File: src/design/d3cs_pkg.sv
// Shared types and constants of the 3D copy splitter.
`timescale 1ns / 1ps

package d3cs_pkg;

   // Number of cores that share the partitioned dimension.
   localparam int CORE_COUNT = 8;

   // The middle-length division works on the 16-bit byte total.
   localparam int DIV_W     = 16;
   localparam int DIV_CNT_W = $clog2(DIV_W + 1);

   localparam int CSR_IDX_W  = 1;
   localparam int CSR_DATA_W = 3;

   localparam logic [CSR_IDX_W-1:0] REG_COPY_MODE  = 1'd0;
   localparam logic [CSR_IDX_W-1:0] REG_CORE_INDEX = 1'd1;

   localparam logic [1:0] MODE_ROW       = 2'd0;
   localparam logic [1:0] MODE_PLANE     = 2'd1;
   localparam logic [1:0] MODE_TRANSPOSE = 2'd2;
   localparam logic [1:0] MODE_WHOLE     = 2'd3;

   localparam logic KIND_NEW  = 1'b0;
   localparam logic KIND_NEXT = 1'b1;

   typedef struct packed {
      logic        kind;
      logic [31:0] remote_base;
      logic [31:0] local_base;
      logic [15:0] total_bytes;
      logic [15:0] plane_stride;
      logic [15:0] row_stride;
      logic [15:0] outer_length;
      logic [15:0] inner_length;
      logic        direction;
   } req_type;

   typedef struct packed {
      logic        valid_res;
      logic [31:0] remote_addr;
      logic [31:0] local_addr;
      logic [15:0] byte_count;
      logic        dir_out;
      logic        two_d;
      logic [15:0] two_d_stride;
      logic        last;
   } rsp_type;

   typedef struct packed {
      logic [31:0] a;
      logic [15:0] b;
   } mul_op_type;

   typedef struct packed {
      logic             start;
      logic [DIV_W-1:0] dividend;
      logic [31:0]      divisor;
   } div_cmd_type;

   typedef struct packed {
      logic             done;
      logic [DIV_W-1:0] quotient;
   } div_res_type;

endpackage

File: src/design/d3cs_mul.sv
// Shared multiplier with a registered product, truncated to 32 bits.
`timescale 1ns / 1ps

module d3cs_mul (
   input  logic                 clock,
   input  d3cs_pkg::mul_op_type op,
   output logic [31:0]          prod
);

   logic [47:0] full;
   logic [31:0] prod_ff;
   logic [31:0] prod_in;

   assign full    = op.a * op.b;
   assign prod_in = full[31:0];
   assign prod    = prod_ff;

   always_ff @(posedge clock) begin
      prod_ff <= prod_in;
   end

endmodule

File: src/design/d3cs_div.sv
// Restoring divider that retires one quotient bit per cycle.
`timescale 1ns / 1ps

module d3cs_div (
   input  logic                  clock,
   input  logic                  reset,
   input  d3cs_pkg::div_cmd_type cmd,
   output d3cs_pkg::div_res_type res
);

   logic                          busy_ff, busy_in;
   logic                          done_ff, done_in;
   logic [d3cs_pkg::DIV_CNT_W-1:0] cnt_ff, cnt_in;
   logic [d3cs_pkg::DIV_W-1:0]     rem_ff, rem_in;
   logic [d3cs_pkg::DIV_W-1:0]     quo_ff, quo_in;
   logic [31:0]                   dsr_ff, dsr_in;
   logic [d3cs_pkg::DIV_W:0]       shifted;
   logic [31:0]                   diff;
   logic                          fits;

   assign shifted = {rem_ff, quo_ff[d3cs_pkg::DIV_W-1]};
   assign fits    = 32'(shifted) >= dsr_ff;
   assign diff    = 32'(shifted) - dsr_ff;

   always_comb begin
      busy_in = busy_ff;
      done_in = 1'b0;
      cnt_in  = cnt_ff;
      rem_in  = rem_ff;
      quo_in  = quo_ff;
      dsr_in  = dsr_ff;
      if (cmd.start && !busy_ff) begin
         busy_in = 1'b1;
         cnt_in  = d3cs_pkg::DIV_CNT_W'(d3cs_pkg::DIV_W);
         rem_in  = '0;
         quo_in  = cmd.dividend;
         dsr_in  = cmd.divisor;
      end else if (busy_ff) begin
         // The partial remainder never exceeds the dividend bits seen so far.
         rem_in = fits ? diff[d3cs_pkg::DIV_W-1:0] : shifted[d3cs_pkg::DIV_W-1:0];
         quo_in = {quo_ff[d3cs_pkg::DIV_W-2:0], fits};
         cnt_in = cnt_ff - 1'b1;
         if (cnt_ff == d3cs_pkg::DIV_CNT_W'(1)) begin
            busy_in = 1'b0;
            done_in = 1'b1;
         end
      end
   end

   always_ff @(posedge clock) begin
      if (reset) begin
         busy_ff <= 1'b0;
         done_ff <= 1'b0;
         cnt_ff  <= '0;
      end else begin
         busy_ff <= busy_in;
         done_ff <= done_in;
         cnt_ff  <= cnt_in;
      end
      rem_ff <= rem_in;
      quo_ff <= quo_in;
      dsr_ff <= dsr_in;
   end

   assign res.done     = done_ff;
   assign res.quotient = quo_ff;

endmodule

File: src/design/dma_3d_copy_splitter.sv
// Top level of the 3D copy splitter: request sequencer, index state and result register.
`timescale 1ns / 1ps

// Every accepted request gives exactly one result. A new copy request (kind 0) keeps the
// request side stalled while the shared multiplier forms the divisor, the shared divider
// works out the middle length, and the shared multiplier then forms the range start, the
// transfer size and the first descriptor. A next-descriptor request (kind 1) keeps it
// stalled while the shared multiplier computes, one per cycle, the up to four products
// for the addresses of a descriptor (per-row mode needs all four, per-plane two,
// transpose one), and while the output register is loaded. Mode 3 skips the division; a
// zero divisor or an empty range ends the request with an empty result, as does a
// next-descriptor request with nothing pending. The request side stalls while a request
// is being worked on; a finished result waits in the output register without blocking
// the next request, and a result that finds that register still full holds the request
// side until it drains. The user must write the configuration registers only while the
// block is idle; the block itself does not enforce this.
module dma_3d_copy_splitter (
   input  logic                              clock,
   input  logic                              reset,
   input  logic                              req_valid,
   output logic                              req_stall,
   input  d3cs_pkg::req_type                 req_data,
   output logic                              rsp_valid,
   input  logic                              rsp_stall,
   output d3cs_pkg::rsp_type                 rsp_data,
   input  logic                              csr_valid,
   output logic                              csr_ready,
   input  logic [d3cs_pkg::CSR_IDX_W-1:0]    csr_index,
   input  logic [d3cs_pkg::CSR_DATA_W-1:0]   csr_data
);

   localparam logic [3:0] ST_IDLE   = 4'd0;
   localparam logic [3:0] ST_PROD   = 4'd1;
   localparam logic [3:0] ST_DIV    = 4'd2;
   localparam logic [3:0] ST_DIVW   = 4'd3;
   localparam logic [3:0] ST_CHUNKW = 4'd4;
   localparam logic [3:0] ST_RANGE  = 4'd5;
   localparam logic [3:0] ST_SIZE   = 4'd6;
   localparam logic [3:0] ST_SIZEW  = 4'd7;
   localparam logic [3:0] ST_EMA    = 4'd8;
   localparam logic [3:0] ST_EMB    = 4'd9;
   localparam logic [3:0] ST_EMC    = 4'd10;
   localparam logic [3:0] ST_EMD    = 4'd11;
   localparam logic [3:0] ST_EME    = 4'd12;
   localparam logic [3:0] ST_OUT    = 4'd13;

   logic [3:0]  state_ff, state_in;
   logic        active_ff, active_in;
   logic [1:0]  cfg_mode_ff, cfg_mode_in;
   logic [2:0]  cfg_core_ff, cfg_core_in;

   // Saved request.
   logic [31:0] rbase_ff, rbase_in;
   logic [31:0] lbase_ff, lbase_in;
   logic [15:0] total_ff, total_in;
   logic [15:0] plane_ff, plane_in;
   logic [15:0] rowstr_ff, rowstr_in;
   logic [15:0] outer_len_ff, outer_len_in;
   logic [15:0] inner_len_ff, inner_len_in;
   logic        dir_ff, dir_in;
   logic [1:0]  mode_ff, mode_in;

   // Walk state.
   logic [15:0] oidx_ff, oidx_in;
   logic [15:0] ridx_ff, ridx_in;
   logic [15:0] stop_ff, stop_in;
   logic [15:0] middle_ff, middle_in;
   logic [15:0] chunk_ff, chunk_in;
   logic [31:0] size_ff, size_in;
   logic [31:0] rem_acc_ff, rem_acc_in;

   d3cs_pkg::rsp_type res_ff, res_in;
   d3cs_pkg::rsp_type rsp_ff, rsp_in;
   logic              rsp_valid_ff, rsp_valid_in;
   d3cs_pkg::rsp_type empty_rsp;

   d3cs_pkg::mul_op_type  mul_op;
   logic [31:0]           prod;
   d3cs_pkg::div_cmd_type div_cmd;
   d3cs_pkg::div_res_type div_res;

   logic [15:0] span;
   logic [16:0] span_sum;
   logic [15:0] chunk_v;
   logic [15:0] start_v;
   logic [16:0] stop_sum;
   logic [15:0] stop_v;
   logic        empty_range;
   logic [16:0] oidx_inc;
   logic [16:0] ridx_inc;
   logic        row_wrap;
   logic [16:0] oidx_new;
   logic        walk_done;

   d3cs_mul u_mul (
      .clock (clock),
      .op    (mul_op),
      .prod  (prod)
   );

   d3cs_div u_div (
      .clock (clock),
      .reset (reset),
      .cmd   (div_cmd),
      .res   (div_res)
   );

   assign req_stall = (state_ff != ST_IDLE);
   assign rsp_valid = rsp_valid_ff;
   assign rsp_data  = rsp_ff;
   assign csr_ready = 1'b1;

   always_comb begin
      empty_rsp      = '0;
      empty_rsp.last = 1'b1;
   end

   assign span = (mode_ff == d3cs_pkg::MODE_TRANSPOSE) ? inner_len_ff : outer_len_ff;

   // The core count is a power of two, so the ceiling chunk is an add and a shift.
   assign span_sum = {1'b0, span} + 17'(d3cs_pkg::CORE_COUNT - 1);
   assign chunk_v  = 16'(span_sum / 17'(d3cs_pkg::CORE_COUNT));

   // In the range state the multiplier holds chunk * core_index.
   assign start_v     = (prod >= 32'(span)) ? span : prod[15:0];
   assign stop_sum    = {1'b0, start_v} + {1'b0, chunk_ff};
   assign stop_v      = (stop_sum >= {1'b0, span}) ? span : stop_sum[15:0];
   assign empty_range = (start_v >= stop_v)
                        || ((mode_ff == d3cs_pkg::MODE_ROW) && (middle_ff == 16'd0));

   assign oidx_inc  = {1'b0, oidx_ff} + 17'd1;
   assign ridx_inc  = {1'b0, ridx_ff} + 17'd1;
   assign row_wrap  = ridx_inc >= {1'b0, middle_ff};
   assign oidx_new  = ((mode_ff != d3cs_pkg::MODE_ROW) || row_wrap) ? oidx_inc
                                                                    : {1'b0, oidx_ff};
   assign walk_done = oidx_new >= {1'b0, stop_ff};

   always_comb begin
      state_in     = state_ff;
      active_in    = active_ff;
      cfg_mode_in  = cfg_mode_ff;
      cfg_core_in  = cfg_core_ff;
      rbase_in     = rbase_ff;
      lbase_in     = lbase_ff;
      total_in     = total_ff;
      plane_in     = plane_ff;
      rowstr_in    = rowstr_ff;
      outer_len_in = outer_len_ff;
      inner_len_in = inner_len_ff;
      dir_in       = dir_ff;
      mode_in      = mode_ff;
      oidx_in      = oidx_ff;
      ridx_in      = ridx_ff;
      stop_in      = stop_ff;
      middle_in    = middle_ff;
      chunk_in     = chunk_ff;
      size_in      = size_ff;
      rem_acc_in   = rem_acc_ff;
      res_in       = res_ff;
      rsp_in       = rsp_ff;
      rsp_valid_in = rsp_valid_ff;
      mul_op       = '0;
      div_cmd      = '0;

      if (csr_valid) begin
         unique case (csr_index)
            d3cs_pkg::REG_COPY_MODE:  cfg_mode_in = csr_data[1:0];
            d3cs_pkg::REG_CORE_INDEX: cfg_core_in = csr_data;
            default: ;
         endcase
      end

      if (rsp_valid_ff && !rsp_stall) begin
         rsp_valid_in = 1'b0;
      end

      unique case (state_ff)
         ST_IDLE: begin
            if (req_valid) begin
               if (req_data.kind == d3cs_pkg::KIND_NEW) begin
                  rbase_in     = req_data.remote_base;
                  lbase_in     = req_data.local_base;
                  total_in     = req_data.total_bytes;
                  plane_in     = req_data.plane_stride;
                  rowstr_in    = req_data.row_stride;
                  outer_len_in = req_data.outer_length;
                  inner_len_in = req_data.inner_length;
                  dir_in       = req_data.direction;
                  mode_in      = cfg_mode_ff;
                  active_in    = 1'b0;
                  state_in     = ST_PROD;
               end else if (active_ff) begin
                  state_in = ST_EMA;
               end else begin
                  res_in   = empty_rsp;
                  state_in = ST_OUT;
               end
            end
         end
         ST_PROD: begin
            mul_op.a = 32'(outer_len_ff);
            mul_op.b = inner_len_ff;
            if (mode_ff == d3cs_pkg::MODE_WHOLE) begin
               // The whole copy belongs to core 0 alone.
               if (cfg_core_ff != 3'd0) begin
                  res_in = empty_rsp;
               end else begin
                  res_in.valid_res    = 1'b1;
                  res_in.remote_addr  = rbase_ff;
                  res_in.local_addr   = lbase_ff;
                  res_in.byte_count   = total_ff;
                  res_in.dir_out      = dir_ff;
                  res_in.two_d        = 1'b0;
                  res_in.two_d_stride = 16'd0;
                  res_in.last         = 1'b1;
               end
               state_in = ST_OUT;
            end else begin
               state_in = ST_DIV;
            end
         end
         ST_DIV: begin
            if (prod == 32'd0) begin
               res_in   = empty_rsp;
               state_in = ST_OUT;
            end else begin
               div_cmd.start    = 1'b1;
               div_cmd.dividend = d3cs_pkg::DIV_W'(total_ff);
               div_cmd.divisor  = prod;
               state_in         = ST_DIVW;
            end
         end
         ST_DIVW: begin
            if (div_res.done) begin
               middle_in = div_res.quotient[15:0];
               chunk_in  = chunk_v;
               state_in  = ST_CHUNKW;
            end
         end
         ST_CHUNKW: begin
            mul_op.a = 32'(chunk_ff);
            mul_op.b = 16'(cfg_core_ff);
            state_in = ST_RANGE;
         end
         ST_RANGE: begin
            if (empty_range) begin
               res_in   = empty_rsp;
               state_in = ST_OUT;
            end else begin
               oidx_in   = start_v;
               stop_in   = stop_v;
               ridx_in   = 16'd0;
               active_in = 1'b1;
               state_in  = ST_SIZE;
            end
         end
         ST_SIZE: begin
            mul_op.a = 32'(middle_ff);
            mul_op.b = (mode_ff == d3cs_pkg::MODE_TRANSPOSE) ? outer_len_ff : inner_len_ff;
            state_in = ST_SIZEW;
         end
         ST_SIZEW: begin
            size_in  = prod;
            state_in = ST_EMA;
         end
         ST_EMA: begin
            if (mode_ff == d3cs_pkg::MODE_TRANSPOSE) begin
               mul_op.a = size_ff;
               mul_op.b = oidx_ff;
               state_in = ST_EME;
            end else begin
               mul_op.a = 32'(oidx_ff);
               mul_op.b = plane_ff;
               state_in = ST_EMB;
            end
         end
         ST_EMB: begin
            rem_acc_in = prod;
            if (mode_ff == d3cs_pkg::MODE_ROW) begin
               mul_op.a = 32'(ridx_ff);
               mul_op.b = rowstr_ff;
               state_in = ST_EMC;
            end else begin
               mul_op.a = size_ff;
               mul_op.b = oidx_ff;
               state_in = ST_EME;
            end
         end
         ST_EMC: begin
            rem_acc_in = rem_acc_ff + prod;
            mul_op.a   = 32'(oidx_ff);
            mul_op.b   = middle_ff;
            state_in   = ST_EMD;
         end
         ST_EMD: begin
            // Row offset within the local buffer, in rows, times the row length.
            mul_op.a = prod + 32'(ridx_ff);
            mul_op.b = inner_len_ff;
            state_in = ST_EME;
         end
         ST_EME: begin
            res_in.valid_res   = 1'b1;
            res_in.remote_addr = rbase_ff + ((mode_ff == d3cs_pkg::MODE_TRANSPOSE)
                                             ? 32'(oidx_ff) : rem_acc_ff);
            res_in.local_addr  = lbase_ff + prod;
            res_in.byte_count  = (mode_ff == d3cs_pkg::MODE_ROW) ? inner_len_ff
                                                                 : size_ff[15:0];
            res_in.dir_out      = dir_ff;
            res_in.two_d        = (mode_ff == d3cs_pkg::MODE_TRANSPOSE);
            res_in.two_d_stride = (mode_ff == d3cs_pkg::MODE_TRANSPOSE) ? rowstr_ff : 16'd0;
            res_in.last         = walk_done;
            if ((mode_ff == d3cs_pkg::MODE_ROW) && !row_wrap) begin
               ridx_in = ridx_inc[15:0];
            end else begin
               ridx_in = 16'd0;
            end
            oidx_in = oidx_new[15:0];
            if (walk_done) begin
               active_in = 1'b0;
            end
            state_in = ST_OUT;
         end
         ST_OUT: begin
            if (!rsp_valid_ff || !rsp_stall) begin
               rsp_in       = res_ff;
               rsp_valid_in = 1'b1;
               state_in     = ST_IDLE;
            end
         end
         default: begin
            state_in = ST_IDLE;
         end
      endcase
   end

   always_ff @(posedge clock) begin
      if (reset) begin
         state_ff     <= ST_IDLE;
         active_ff    <= 1'b0;
         cfg_mode_ff  <= 2'd0;
         cfg_core_ff  <= 3'd0;
         rsp_valid_ff <= 1'b0;
         oidx_ff      <= 16'd0;
         ridx_ff      <= 16'd0;
         stop_ff      <= 16'd0;
         middle_ff    <= 16'd0;
         mode_ff      <= 2'd0;
      end else begin
         state_ff     <= state_in;
         active_ff    <= active_in;
         cfg_mode_ff  <= cfg_mode_in;
         cfg_core_ff  <= cfg_core_in;
         rsp_valid_ff <= rsp_valid_in;
         oidx_ff      <= oidx_in;
         ridx_ff      <= ridx_in;
         stop_ff      <= stop_in;
         middle_ff    <= middle_in;
         mode_ff      <= mode_in;
      end
      rbase_ff     <= rbase_in;
      lbase_ff     <= lbase_in;
      total_ff     <= total_in;
      plane_ff     <= plane_in;
      rowstr_ff    <= rowstr_in;
      outer_len_ff <= outer_len_in;
      inner_len_ff <= inner_len_in;
      dir_ff       <= dir_in;
      chunk_ff     <= chunk_in;
      size_ff      <= size_in;
      rem_acc_ff   <= rem_acc_in;
      res_ff       <= res_in;
      rsp_ff       <= rsp_in;
   end

   a_empty_is_last: assert property (@(posedge clock) disable iff (reset)
      (rsp_valid_ff && !rsp_ff.valid_res) |-> rsp_ff.last)
      else $error("result without a descriptor is not marked last");

   a_walk_in_range: assert property (@(posedge clock) disable iff (reset)
      ((state_ff == ST_IDLE) && active_ff) |-> (oidx_ff < stop_ff))
      else $error("active walk has run past its stop index");

   a_row_in_range: assert property (@(posedge clock) disable iff (reset)
      ((state_ff == ST_IDLE) && active_ff && (mode_ff == d3cs_pkg::MODE_ROW))
      |-> (ridx_ff < middle_ff))
      else $error("row index has reached the middle length");

endmodule
File: config.mk
export PLATFORM = sky130hd
export DESIGN_NAME = dma_3d_copy_splitter
export DESIGN_NICKNAME = d
export VERILOG_FILES = /design/src/design/d3cs_pkg.sv /design/src/design/d3cs_mul.sv /design/src/design/d3cs_div.sv /design/src/design/dma_3d_copy_splitter.sv
export SDC_FILE = /design/constraint.sdc
export NUM_CORES = 2
export LEC_CHECK = 0
export BUFFER_PORTS_ARGS = -buffer_cell sky130_fd_sc_hd__buf_2
export CAP_MARGIN = 10
export CELL_PAD_IN_SITES_DETAIL_PLACEMENT = 1
export CELL_PAD_IN_SITES_GLOBAL_PLACEMENT = 2
export CORE_AREA = 2 2 318 320
export DETAILED_ROUTE_END_ITERATION = 10
export DIE_AREA = 0 0 320 322
export PLACE_DENSITY_LB_ADDON = 0.1
export SLEW_MARGIN = 30
export SYNTH_ARGS = -nofsm -noshare
export SYNTH_HDL_FRONTEND = slang
export SYNTH_SLANG_ARGS = --single-unit
export TNS_END_PERCENT = 30
File: constraint.sdc
create_clock -name clock -period 37.4 [get_ports clock]
set_input_delay 3.74 -clock clock [delete_from_list [all_inputs] [get_ports clock]]
set_output_delay 3.74 -clock clock [all_outputs]
set_load 0.03 [all_outputs]
==> flow_summary.yaml <==
die:
  starting_density_of_the_core: 0.438
  fp.dieH_um: 322
  io-pin-count: 258
  die_area_mm2: 0.103
  rows: 116
  fp.coreArea_mm2: 0.0996
  die_width_um: 320
yosys:
  yosys.area.top_type: "sky130_fd_sc_hd__edfxtp_1"
  yosysUniqueCellTypes: 100
  synth_enable_flop_cells: 471
  synth-warning-count: 0
  synthesis.area_per_instance_um2: 9.99
  synth_flop_cell: "sky130_fd_sc_hd__edfxtp_1"
  synthTopCellsByCount: "sky130_fd_sc_hd__nand2_1 (749), sky130_fd_sc_hd__edfxtp_1 (471), sky130_fd_sc_hd__inv_1 (435)"
  post-synth-top-area-fraction: 0.324
  netlist_top_cells_area: "sky130_fd_sc_hd__edfxtp_1 (32%), sky130_fd_sc_hd__fa_1 (14%), sky130_fd_sc_hd__ha_1 (8.2%)"
  post-synth-top-count-cell: "sky130_fd_sc_hd__nand2_1"
  netlist_area_before_placement_mm2: 0.0436
  async_reset_ff_frac: 0
  netlist_instances: 4364
  synthesized_net_count: 5115
  synth_sequential_area_ratio: 0.385
  postSynthRegisterBits: 603
clocking:
  worst_skew_pair.late_latency_ns: 0.67
  clock_tree_from_tritoncts: "yes"
  cts_hold_buffers: 0
  clock_tree.htree_level_count: 3
  clkSlewWorstSetupHoldPaths_ns: 0.06
  clock_tree.buffer_depth: 3
  cts_sinks: 603
  number_of_buffers_created_by_cts: 72
  postCtsSetupRepairBufs: 0
  cts_root_buffer: "sky130_fd_sc_hd__clkbuf_16"
  quantity_of_gates_resized_following_cts: 0
critical_path:
  end_kind: "flip-flop"
  setup.worst_path.start_class: "flip-flop"
  cp_max_fo: 64
  critPathRequiredTime_ns: 37.66
  cpPeakStageDelay_ns: 0.67
  crit_path_frequent_cell: "sky130_fd_sc_hd__a21o_1"
  timing.setup.critical_path_class: "reg -> reg"
  worstReg2RegEnd: "res_ff[60]$_DFFE_PP_"
  cp_data_arrival_time_ns: 13.75
  critical-path-slowest-cell: "sky130_fd_sc_hd__a31oi_4"
  ff2ff_path_depth: 54
  ff2ff_setup_slack_ns: 23.92
  r2r-start: "mode_ff[0]$_SDFFE_PP0P_"
power_and_ir_drop:
  power.density_cell_area_mw_per_mm2: 68.2
  finalPower_mw: 3.35
  vdd_ir_drop_max_mv: 0.0438
  power_leakage_nw: 19.5
global_routing:
  track_usage: 0.302
  initial_antenna_violation_count: 5
  maximum_number_of_pins_on_one_net_before_global_route_repair: 65
  grt_pass1_wl_mm: 231
  overflow: 0
  grt_pass1_vias: 35800
sta:
  fin_setup_tns_ns: 0
  hold_slack_ns: 0.418
  final_hold_viol_count: 0
  fmax_ghz: 0.0742
  setup_viol: 0
  drv_slew: 0
  post-route-min-period_ns: 13.48
  worst_slew_margin_rel: 0.278
  final.setup_skew_ns: 0.0444
  worst_pin_slew_ns: 1.08
  grt_setup_unrepaired: "no"
  post-route-period-util: 0.361
worst_hold_path:
  hold_start: "res_ff[75]$_DFFE_PP_"
  min_delay_worst_endpoint: "rsp_data[75]$_DFFE_PP_"
  hold-path-cell-count: 0
  hold_path.class: "reg -> reg"
placed_design:
  postPlaceCellArea_mm2: 0.0466
  place.port_buffers: 256
  gp_congestion: 0.956
  post-dp-hpwl_mm: 118
drt:
  dr.pass1.iters: 8
  remaining_drc_errors: 0
  detail_route.iter0.violations: 2654
  vias: 34200
  routedWlPerCell_um: 26.0
  detail-route-antenna-nets: 0
  wl_mm: 155
  viasPerCell: 5.74
finish:
  final_layout_size_suffix_gt1_frac: 0.117
  final_instance_area_mm2: 0.0491
  flow.area_growth_from_synthesis_pct: 12.6
  final_nets: 5351
  fin_util: 0.493
flow_run:
  timing.max_cap.violations: 0
run_status:
  status: "finished clean"
-- cells by family after synthesis --
logic type                 share of synthesized area
muxes                                         0.0196
DFF                                            0.385
xor gates and xnor gates                      0.0428
AOI/OAI and AO/OA                              0.129
and+or+nand+nor                                0.143
adders and majority gates                      0.225
buffers and inverters                         0.0553
other                                      0.0000860
-- cells in the final DEF (no fill, tap or decap), types with 71 or more instances in the layout --
cell type                   netlist  routed
sky130_fd_sc_hd__inv_1          435     434
sky130_fd_sc_hd__a21oi_1        215     211
sky130_fd_sc_hd__buf_4            4      91
sky130_fd_sc_hd__fa_1           310     310
sky130_fd_sc_hd__dfxtp_1        132     132
sky130_fd_sc_hd__nand2_1        749     748
sky130_fd_sc_hd__a21o_1          78      78
sky130_fd_sc_hd__clkbuf_16        0      73
sky130_fd_sc_hd__o21ai_0        198     198
sky130_fd_sc_hd__edfxtp_1       471     471
sky130_fd_sc_hd__xor2_1          71      71
sky130_fd_sc_hd__buf_2           11     255
sky130_fd_sc_hd__nor2_1         215     212
sky130_fd_sc_hd__ha_1           286     286
sky130_fd_sc_hd__xnor2_1        130     130
-- final cells by class --
type,instances,area (µm²)
fill,11100,50500
multi-input combinational,3138,24600
sequential,603,16800
timing repair buffer,347,1990
clock buffer,88,1920
inverter,438,1640
tap,1298,1620
clock inverter,44,488
antenna,3,7.51
-- worst max-delay path by stage --
| stage | start | end | slack, ns | cells after the start |
|---|---|---|---|---|
| 6_report | mode_ff[0]$_SDFFE_PP0P_ | res_ff[60]$_DFFE_PP_ | 23.92 | 54 |
| 5_1_grt | mode_ff[0]$_SDFFE_PP0P_ | res_ff[58]$_DFFE_PP_ | 23.15 | 54 |
| 4_1_cts | mode_ff[0]$_SDFFE_PP0P_ | res_ff[60]$_DFFE_PP_ | 24.10 | 54 |
| 3_5_place_dp | mode_ff[0]$_SDFFE_PP0P_ | res_ff[60]$_DFFE_PP_ | 24.29 | 54 |
| 3_3_place_gp | mode_ff[0]$_SDFFE_PP0P_ | res_ff[60]$_DFFE_PP_ | 24.44 | 55 |
| 2_1_floorplan | req_data[145] | mode_ff[1]$_SDFFE_PP0P_ | 22.04 | 3 |
-- sequential cells by signal (all words and copies together) (netlist names), 32 cells and up --
| name | flops |
|---|---|
| rsp_data | 100 |
| lbase_ff | 32 |
| res_ff | 100 |
| rem_acc_ff | 32 |
| u_mul.prod | 32 |
| size_ff | 32 |
| rbase_ff | 32 |
| u_div.dsr_ff | 32 |
-- worst max-delay path, delay by kind of cell, from the launching register on --
family / cells / cell delay (ns)
compound gates: 31 / 6.75
xor+xnor: 1 / 0.17
fa+ha+maj: 5 / 1.57
buf+inv: 5 / 1.28
flops: 1 / 0.43
mux: 1 / 0.43
simple gates: 11 / 2.25
-- per-stage QoR --
stage               setup WS [ns]  cells
finish                      23.92   5959
global route                23.15   5956
CTS                         24.10   5955
detailed placement          24.29   5823
global placement            24.44   5823
floorplan                   22.04   4364
-- routing by layer --
| layer | wire length (µm) | track usage |
|---|---|---|
| met1 | 65500 | 0.390 |
| met2 | 75200 | 0.516 |
| met3 | 9050 | 0.0486 |
| met4 | 5230 | 0.102 |
| met5 | 0 | 0 |
-- report_power, final --
group / switching, mW / internal [mW] / total (mW)
logic: 1.06 / 0.539 / 1.60
registers: 0.0937 / 0.928 / 1.02
clock network: 0.305 / 0.420 / 0.725
No activity file was read; power rests on OpenSTA's default activity.
